===== src/hdl/svna_pkg.sv =====
// Package with the constants, types and state encodings shared by the normal accumulator.
`timescale 1ns / 1ps
`default_nettype none
package svna_pkg;

  localparam int MAX_VERTICES = 1024;
  localparam int IDX_W        = $clog2(MAX_VERTICES);
  localparam int POS_WIDTH    = 16;
  localparam int SUM_WIDTH    = 24;
  localparam int EDGE_W       = POS_WIDTH + 1;
  localparam int PROD_W       = 2 * EDGE_W;
  localparam int VEC_W        = PROD_W + 1;
  localparam int NRM_W        = 16;
  localparam int POS_ROW_W    = 3 * POS_WIDTH;
  localparam int SUM_ROW_W    = 3 * SUM_WIDTH;

  typedef enum logic [1:0] {
    REQ_LOAD  = 2'd0,
    REQ_FACE  = 2'd1,
    REQ_QUERY = 2'd2,
    REQ_NONE  = 2'd3
  } req_e;

  typedef enum logic [1:0] {
    ST_OK    = 2'd0,
    ST_DEGEN = 2'd1,
    ST_ZERO  = 2'd2,
    ST_SAT   = 2'd3
  } status_e;

  typedef enum logic [3:0] {
    T_CLEAR,
    T_IDLE,
    T_RDA,
    T_RDB,
    T_RDC,
    T_EDGE,
    T_CROSS,
    T_CHECK,
    T_FNORM,
    T_ARD,
    T_AWR,
    T_QRD,
    T_QCHK,
    T_QNORM
  } top_state_e;

  typedef enum logic [2:0] {
    N_IDLE,
    N_SHIFT,
    N_SQ,
    N_SQRT,
    N_DIVI,
    N_DIVS,
    N_STORE,
    N_DONE
  } norm_state_e;

  typedef struct packed {
    logic busy;
    logic done;
  } norm_stat_t;

endpackage
`default_nettype wire


===== src/hdl/svna_norm.sv =====
// Iterative normalizer that scales a signed three-component vector to a Q1.14 unit vector.
`timescale 1ns / 1ps
`default_nettype none
module svna_norm (
  input  wire logic                                   clk_i,
  input  wire logic                                   rst_ni,
  input  wire logic                                   start_i,
  input  wire logic signed [svna_pkg::VEC_W-1:0]      vec_x_i,
  input  wire logic signed [svna_pkg::VEC_W-1:0]      vec_y_i,
  input  wire logic signed [svna_pkg::VEC_W-1:0]      vec_z_i,
  output svna_pkg::norm_stat_t                        stat_o,
  output logic signed [svna_pkg::NRM_W-1:0]           nrm_x_o,
  output logic signed [svna_pkg::NRM_W-1:0]           nrm_y_o,
  output logic signed [svna_pkg::NRM_W-1:0]           nrm_z_o
);

  localparam int MW    = svna_pkg::VEC_W;
  localparam int RW    = 15;
  localparam int SW    = 2 * RW + 2;
  localparam int XW    = SW + 28;
  localparam int LW    = XW / 2;
  localparam int NUMW  = RW + 28 + 1;
  localparam int QW    = 16;
  localparam int REMW  = LW + 1;
  localparam int NW    = svna_pkg::NRM_W;

  svna_pkg::norm_state_e state_q, state_d;

  logic [MW-1:0]           mag_q [3];
  logic [2:0]              neg_q;
  logic [SW-1:0]           s_q;
  logic [XW-1:0]           x_q;
  logic [XW-1:0]           r_q;
  logic [XW-1:0]           bit_q;
  logic [LW-1:0]           len_q;
  logic [REMW-1:0]         rem_q;
  logic [QW-1:0]           lo_q;
  logic [QW-1:0]           q_q;
  logic [4:0]              cnt_q;
  logic [1:0]              comp_q;
  logic signed [NW-1:0]    n_q [3];

  logic                    big;
  logic [2*RW-1:0]         sq;
  logic [XW-1:0]           trial;
  logic [NUMW-1:0]         num;
  logic [REMW-1:0]         rem2;
  logic                    qbit;
  logic [QW-1:0]           qc;
  logic [MW-1:0]           in_mag [3];
  logic [2:0]              in_neg;
  logic signed [MW-1:0]    in_vec [3];

  always_comb begin
    in_vec[0] = vec_x_i;
    in_vec[1] = vec_y_i;
    in_vec[2] = vec_z_i;
    for (int i = 0; i < 3; i++) begin
      in_neg[i] = in_vec[i][MW-1];
      in_mag[i] = in_neg[i] ? MW'(-in_vec[i]) : MW'(in_vec[i]);
    end
  end

  always_comb begin
    big = 1'b0;
    for (int i = 0; i < 3; i++) begin
      big = big | (|mag_q[i][MW-1:RW]);
    end
    sq    = mag_q[cnt_q[1:0]][RW-1:0] * mag_q[cnt_q[1:0]][RW-1:0];
    trial = r_q + bit_q;
    num   = {1'b0, mag_q[comp_q][RW-1:0], 28'd0} + NUMW'(len_q >> 1);
    rem2  = {rem_q[REMW-2:0], lo_q[QW-1]};
    qbit  = (rem2 >= {1'b0, len_q});
    qc    = (q_q > QW'(16384)) ? QW'(16384) : q_q;
  end

  always_comb begin
    state_d = state_q;
    case (state_q)
      svna_pkg::N_IDLE:  if (start_i) state_d = svna_pkg::N_SHIFT;
      svna_pkg::N_SHIFT: if (!big) state_d = svna_pkg::N_SQ;
      svna_pkg::N_SQ:    if (cnt_q == 5'd2) state_d = svna_pkg::N_SQRT;
      svna_pkg::N_SQRT:  if (cnt_q == 5'(LW - 1)) state_d = svna_pkg::N_DIVI;
      svna_pkg::N_DIVI:  state_d = svna_pkg::N_DIVS;
      svna_pkg::N_DIVS:  if (cnt_q == 5'(QW - 1)) state_d = svna_pkg::N_STORE;
      svna_pkg::N_STORE: state_d = (comp_q == 2'd2) ? svna_pkg::N_DONE : svna_pkg::N_DIVI;
      svna_pkg::N_DONE:  state_d = svna_pkg::N_IDLE;
      default:           state_d = svna_pkg::N_IDLE;
    endcase
  end

  always_comb begin
    stat_o.busy = (state_q != svna_pkg::N_IDLE);
    stat_o.done = (state_q == svna_pkg::N_DONE);
    nrm_x_o     = n_q[0];
    nrm_y_o     = n_q[1];
    nrm_z_o     = n_q[2];
  end

  always_ff @(posedge clk_i or negedge rst_ni) begin
    if (!rst_ni) begin
      state_q <= svna_pkg::N_IDLE;
      cnt_q   <= '0;
      comp_q  <= '0;
    end else begin
      state_q <= state_d;
      case (state_q)
        svna_pkg::N_SHIFT: cnt_q <= '0;
        svna_pkg::N_SQ:    cnt_q <= (cnt_q == 5'd2) ? 5'd0 : cnt_q + 5'd1;
        svna_pkg::N_SQRT: begin
          cnt_q  <= (cnt_q == 5'(LW - 1)) ? 5'd0 : cnt_q + 5'd1;
          comp_q <= '0;
        end
        svna_pkg::N_DIVI:  cnt_q <= '0;
        svna_pkg::N_DIVS:  cnt_q <= cnt_q + 5'd1;
        svna_pkg::N_STORE: comp_q <= comp_q + 2'd1;
        default: begin
          cnt_q  <= '0;
          comp_q <= '0;
        end
      endcase
    end
  end

  always_ff @(posedge clk_i) begin
    case (state_q)
      svna_pkg::N_IDLE: begin
        if (start_i) begin
          for (int i = 0; i < 3; i++) begin
            mag_q[i] <= in_mag[i];
          end
          neg_q <= in_neg;
        end
        s_q <= '0;
      end
      svna_pkg::N_SHIFT: begin
        if (big) begin
          for (int i = 0; i < 3; i++) begin
            mag_q[i] <= mag_q[i] >> 1;
          end
        end
        s_q <= '0;
      end
      svna_pkg::N_SQ: begin
        s_q <= s_q + SW'(sq);
        if (cnt_q == 5'd2) begin
          x_q   <= {s_q + SW'(sq), 28'd0};
          r_q   <= '0;
          bit_q <= XW'(1) << (XW - 2);
        end
      end
      svna_pkg::N_SQRT: begin
        if (x_q >= trial) begin
          x_q <= x_q - trial;
          r_q <= (r_q >> 1) + bit_q;
        end else begin
          r_q <= r_q >> 1;
        end
        bit_q <= bit_q >> 2;
        if (cnt_q == 5'(LW - 1)) begin
          len_q <= (x_q >= trial) ? LW'((r_q >> 1) + bit_q) : LW'(r_q >> 1);
        end
      end
      svna_pkg::N_DIVI: begin
        rem_q <= REMW'(num[NUMW-1:QW]);
        lo_q  <= num[QW-1:0];
        q_q   <= '0;
      end
      svna_pkg::N_DIVS: begin
        rem_q <= qbit ? (rem2 - {1'b0, len_q}) : rem2;
        lo_q  <= lo_q << 1;
        q_q   <= {q_q[QW-2:0], qbit};
      end
      svna_pkg::N_STORE: begin
        n_q[comp_q] <= neg_q[comp_q] ? NW'(-qc) : NW'(qc);
      end
      default: begin
        s_q <= s_q;
      end
    endcase
  end

endmodule
`default_nettype wire


===== config.mk =====
export PLATFORM = sky130hd
export DESIGN_NAME = svna_norm
export DESIGN_NICKNAME = d
export VERILOG_FILES = /design/src/hdl/svna_pkg.sv /design/src/hdl/svna_norm.sv
export SDC_FILE = /design/constraint.sdc
export NUM_CORES = 2
export LEC_CHECK = 0
export BUFFER_PORTS_ARGS = -buffer_cell sky130_fd_sc_hd__buf_4
export CAP_MARGIN = 30
export CELL_PAD_IN_SITES_DETAIL_PLACEMENT = 2
export CELL_PAD_IN_SITES_GLOBAL_PLACEMENT = 2
export CORE_MARGIN = 2
export CORE_UTILIZATION = 44
export CTS_CLUSTER_DIAMETER = 200
export DETAILED_ROUTE_END_ITERATION = 7
export HOLD_SLACK_MARGIN = 0.08
export PLACE_DENSITY = 0.95
export REMOVE_ABC_BUFFERS = 1
export SETUP_SLACK_MARGIN = 0.3
export SLEW_MARGIN = 20
export SYNTH_ARGS = -nofsm -noshare
export SYNTH_HDL_FRONTEND = slang
export SYNTH_SLANG_ARGS = --single-unit

===== constraint.sdc =====
create_clock -name clk_i -period 24.2 [get_ports clk_i]
set_clock_uncertainty 0.2 [all_clocks]
set_input_delay 2.42 -clock clk_i [delete_from_list [all_inputs] [get_ports clk_i]]
set_output_delay 2.42 -clock clk_i [all_outputs]
set_load 0.005 [all_outputs]

# [Word-level counts from Yosys, hierarchy flattened]
# Memories as Yosys holds them, arrays and structs flattened.
# Cells that the tools add are included.
# W data, S select, Z words.
[totals] register_bits=317 mem_bits_rw=153 output_inout_bits=50 wordCells=111 memories=2
[mem_list] memory="mag_q" words=3 word_bits=35 rd=5 rd_clocked_by_memory_dff=0 write_ports=3 line_no="svna_norm.sv:29" rtl="logic [MW-1:0] mag_q [3];"
[mem_list] memory="n_q" words=3 word_bits=16 rd=3 rd_clocked_by_memory_dff=0 write_ports=1 line_no="svna_norm.sv:41" rtl="logic signed [NW-1:0] n_q [3];"
[classes] add_sub_neg=12 multipliers=1 order_cmp=4 eq_ne=17 muxes=43 bitwise_logic=5 reduce_logical=15
[ops] cell="$pmux W60 S2" count=3
[ops] cell="$mux W60" count=5
[ops] cell="$mux W35" count=6
[ops] cell="$neg A35 Y35" count=3
[ops] cell="$pmux W16 S2" count=2
[ops] cell="$pmux W32 S2" count=1
[ops] cell="$add A59 B60 Y60" count=1
[ops] cell="$add A60 B60 Y60" count=1
[ops] cell="$ge A60 B60 Y1" count=1
[ops] cell="$mux W30" count=2
[ops] cell="$pmux W30 S2" count=1
[ops] cell="$reduce_or A20 Y1" count=3
[ops] cell="$sub A60 B60 Y60" count=1
[ops] cell="$add A43 B29 Y44" count=1
[ops] cell="$add A32 B30 Y32" count=1
[ops] cell="$mux W16" count=2
[ops] cell="$ge A31 B30 Y1" count=1
[ops] cell="$mul A15 B15 Y30" count=1
[ops] cell="$sub A30 B30 Y30" count=1
[ops] cell="$pmux W3 S8" count=1
[ops] cell="$pmux W5 S4" count=1
[ops] cell="$gt A16 B15 Y1 const B" count=1
[ops] cell="$neg A16 Y16" count=1
[ops] cell="$mux W3" count=5
[ops] cell="25 further kinds" count=51

# [Logic depth before layout (Yosys ltp)]
# An unclocked memory read counts as a cell.
[depth] depth_word=8 ltp_mapped=30 mapped_depth_nobuf=28

# [Worst setup path after synthesis]
# No wires, ideal clock.
[synth_timing] path_type="register -> register" start="register r_q[4]" end="register x_q[0], enable pin" arrival_ps=9254 t_required_ps=23439 slack_ps=14186 path_stages_with_launch=23 n_path_buf=3 cell_sequence="edfxtp_1 ha_1 a21oi_1 o21bai_1 a41oi_1 o21bai_1 a211oi_1 o21ai_1 a311oi_1 o21bai_1 xnor2_1 ha_1 clkbuf_1 and4_1 nand3_1 nor4bb_1 a31o_1 a21oi_1 a21boi_1 nor3_1 clkbuf_1 clkbuf_1 o21ai_0"
[synth_between] elab_chain_cells=4
[synth_lines] element="from (decl)" line_no="svna_norm.sv:33" rtl="logic [XW-1:0] r_q;"
[synth_lines] element="from (signal assigned)" line_no="svna_norm.sv:155" rtl="r_q <= (r_q >> 1) + bit_q;"
[synth_lines] element="from (signal assigned)" line_no="svna_norm.sv:157" rtl="r_q <= r_q >> 1;"
[synth_lines] element="$add A60 B60 Y60" line_no="svna_norm.sv:70" rtl="trial = r_q + bit_q;"
[synth_lines] element="$ge A60 B60 Y1" line_no="svna_norm.sv:153" rtl="if (x_q >= trial) begin"
[synth_lines] element="$ne A2 B2 Y1 (no line)"
[synth_lines] element="$reduce_and A3 Y1 (no line)"
[synth_lines] element="to (signal assigned)" line_no="svna_norm.sv:147" rtl="x_q <= {s_q + SW'(sq), 28'd0};"
[synth_lines] element="to (signal assigned)" line_no="svna_norm.sv:154" rtl="x_q <= x_q - trial;"
[synth_lines] element="to (decl)" line_no="svna_norm.sv:32" rtl="logic [XW-1:0] x_q;"
# No other way between the ends.
# A chain may end at the register's enable or synchronous reset.

# [Final worst setup path]
[layout_timing] start="register cnt_q[0]" end="register x_q[59], data pin"
[layout_between] elab_chain_cells=5
[layout_lines] element="from (decl)" line_no="svna_norm.sv:39" rtl="logic [4:0] cnt_q;"
[layout_lines] element="from (signal assigned)" line_no="svna_norm.sv:109" rtl="svna_pkg::N_SQ: cnt_q <= (cnt_q == 5'd2) ? 5'd0 : cnt_q + 5'd1;"
[layout_lines] element="from (signal assigned)" line_no="svna_norm.sv:111" rtl="cnt_q <= (cnt_q == 5'(LW - 1)) ? 5'd0 : cnt_q + 5'd1;"
[layout_lines] element="from (signal assigned)" line_no="svna_norm.sv:115" rtl="svna_pkg::N_DIVS: cnt_q <= cnt_q + 5'd1;"
[layout_lines] element="$mem_v2 Z3 W35"
[layout_lines] element="$mul A15 B15 Y30" line_no="svna_norm.sv:69" rtl="sq = mag_q[cnt_q[1:0]][RW-1:0] * mag_q[cnt_q[1:0]][RW-1:0];"
[layout_lines] element="$add A32 B30 Y32" line_no="svna_norm.sv:147"
[layout_lines] element="$mux W60" line_no="svna_norm.sv:146" rtl="if (cnt_q == 5'd2) begin"
[layout_lines] element="$pmux W60 S2" line_no="svna_norm.sv:126" rtl="case (state_q)"
# No other way between the ends. The select of a mux whose other input is x is not followed.

==> flow_metrics.tcl <==
set metrics [dict create \
    outcome "completed" \
    drive_gt1_frac 0.08433 \
    htree_num_levels 2 \
    startpoint_type "flip-flop" \
    p_sw_frac 0.2639 \
    dieArea_mm2 0.08701 \
    synth_edf_count 430 \
    final_common_cell "nand2_1" \
    syn_area_mm2 0.03725 \
    drt_iter0_drc 4947 \
    numCtsBuffers 54 \
    die_y_um 295.0 \
    vias_per_cell 7.099 \
    seq_power_share 0.461 \
    fin_nets 4654 \
    fmax_mhz 80.30 \
    place_ws_ps 14400 \
    cts_tree "built" \
    crit_required_ps 24370 \
    holdPathStages 2 \
    routed_wl_um 208600 \
    ys_types 81 \
    clockBufferDepth 3 \
    clkPwrFrac 0.500 \
    postRouteAntennaNets 0 \
    vias 37704 \
    num_rows 106 \
    finalHoldViolCount 0 \
    power_frac_comb 0.039 \
    setup_viol 0 \
    crit_fanout 13 \
    overflow 0 \
    ys.flop_type "edfxtp_1" \
    synth_top_cells_by_area "edfxtp_1 (35%), fa_1 (8.9%), ha_1 (8.7%), nand2_1 (4.9%), xor2_1 (4.4%)" \
    seq_area_mm2 0.01316 \
    postCtsSetupBuffers 0 \
    first_pass_iters 8 \
    ys_seq_elements 440 \
    grt_max_degree 130 \
    max-vdd-ir-drop_uv 53.46 \
    rsz0062_at_grt "false" \
    layout_common_cells "nand2_1 (483), edfxtp_1 (430), inv_1 (377)" \
    min_period_ps 12450 \
    use_met2 0.7630 \
    end_kind "flip-flop" \
    hold_buffers 0 \
    grt_first_pass_wirelength_um 298000 \
    worstMarginPinSlew_ps 1212 \
    cts_root_buffer "clkbuf_16" \
    dp_cells 5186 \
    synth_top_area_cell "edfxtp_1" \
    grt_usage 0.4733 \
    met1_usage 0.4890 \
    coreArea_mm2 0.08369 \
    num_io_pins 158 \
    path_class "flip-flop to flip-flop" \
    drc_errors 0 \
    maxCapViolCount 0 \
    antenna_found_initial 25 \
    fin_cells 5311 \
    multi_input_area_mm2 0.02220 \
    wl_per_cell_um 39.29 \
    area_delta_synth_final_pct 11.54 \
    rr_worst_depth 26 \
    postSynthCellCount 4029 \
    p_int_w 0.001321 \
    clk_pin_slew_ps 80 \
    start_util 0.4452 \
    busiest_layer "met2" \
    async_flop_share 0.02273 \
    die_w_um 295.0 \
    synth_top_area_frac 0.3466 \
    yosysSeqAreaShare 0.3533 \
    fin_crit_sh 0.5146 \
    grt.met3_usage 0.1720 \
    timing.final.ws_setup_ps 11750 \
    avgSynthCellArea_um2 9.247 \
    io_buffers 157 \
    cts_resized 0 \
    leakagePower_nw 16.72 \
    hpwl_um 123500 \
    drv_slew 0 \
    hp-class "flip-flop to flip-flop" \
    post-route-util 0.4965 \
    fin_tns_setup_ps 0 \
    power.density_mw_per_mm2 43.21 \
    cts.sinks 440 \
    slew_headroom 0.1864 \
    yosysWarnings 0 \
    p_total_w 0.001795 \
    n_fill_cell 8695 \
    arrival_ps 12620 \
    grt_pass1_vias 41359 \
    worstSkewPairLatency_ps 710 \
    gp_congestion 0.9053 \
    netSwitchingPower_w 0.0004738 \
]
[Yosys cell counts (all sizes together) (41+ instances only)]
library cell  count
a211oi           41
a21o             79
a21oi           218
a31oi            57
and2             91
clkbuf          143
edfxtp          430
fa              166
ha              260
inv             378
mux2i            46
nand2           485
nand3            48
nand4            65
nor2            293
nor3             57
o21ai           321
o21bai           45
o31ai            45
xnor2           145
xor2            188
[metal layers]
metal,share of wire,routed length [µm],vias up
li1,-,-,14394
met1,0.33,68510,18780
met2,0.46,96880,3042
met3,0.098,20410,1468
met4,0.11,22600,20
met5,0.0012,240,-
[power by group through the flow]
stage | clock network (W) | logic, W | registers (W)
global route | 0.000906 | 0.0000719 | 0.000828
detailed placement | 0 | 0.0000610 | 0.000845
finish | 0.000898 | 0.0000693 | 0.000828
global placement | 0 | 0.0000552 | 0.000845
CTS | 0.000878 | 0.0000664 | 0.000829
floorplan | 0 | 0.0000249 | 0.000846
[cells by family (layout without fill, tap and decap cells)]
| logic type | after synthesis | after routing | share of synthesized area |
|---|---|---|---|
| and+or+nand+nor | 1264 | 1264 | 0.1605 |
| AOI/OAI and AO/OA | 975 | 975 | 0.1629 |
| buffers and inverters | 540 | 673 | 0.05454 |
| DFF | 440 | 440 | 0.3533 |
| adders and majority gates | 426 | 426 | 0.1765 |
| xor gates and xnor gates | 333 | 333 | 0.07829 |
| muxes | 51 | 51 | 0.01387 |
| other | 0 | 15 | 0 |
[critical path, cell delays in order, from the launching register on]
cell and delay, ps:
dfrtp_1 630, buf_16 220, mux2i_1 130, o21ai_1 820, inv_1 380, nor2_1 600, fa_1 590, inv_1 140
fa_1 410, inv_1 90, fa_1 720, fa_1 550, fa_1 940, inv_1 510, fa_1 1060, inv_1 420
ha_1 540, nand4_1 290, or2_2 360, a211oi_1 420, nor2_1 200, o21ai_0 710, a21oi_1 250, a21oi_1 220
o221ai_1 150, xnor2_1 300, mux2i_1 170
[stage by stage]
| stage | hold WS, ps | instance area (µm²) |
|---|---|---|
| 2_1_floorplan | 296.3 | 36660 |
| 3_3_place_gp | 308.7 | 39510 |
| 3_5_place_dp | 320.6 | 39550 |
| 4_1_cts | 364.4 | 41310 |
| 5_1_grt | 390.3 | 41510 |
| 6_report | 354.1 | 41550 |
[area by class of cell]
cell class	instances	area share
multi-input cells	3049	0.5344
inverters	382	0.03454
well taps	1134	0.03415
clock buffers	61	0.03315
repair buffers	193	0.03695
clock inverters	37	0.009184
diodes	15	0.0009033
flip-flops and latches	440	0.3168
[worst paths after layout]
path	start	to	slack, ps
max in group asynchronous	rst_ni	cnt_q[2]	22220
min reg2reg	lo_q[3]	lo_q[4]	350
min	lo_q[3]	lo_q[4]	350
max	cnt_q[0]	x_q[59]	11750
max reg2reg	cnt_q[0]	x_q[59]	11750
min in group asynchronous	rst_ni	comp_q[1]	1360
[registers in the layout, indices dropped and copies added, names as in the netlist, 5 cells and up]
name and flops:
mag_q 105, len_q 30, q_q 16, x_q 60
cnt_q 5, rem_q 30, bit_q 30, r_q 60
s_q 32, lo_q 16, n_q 48
No activity file was read; power rests on OpenSTA's default activity.
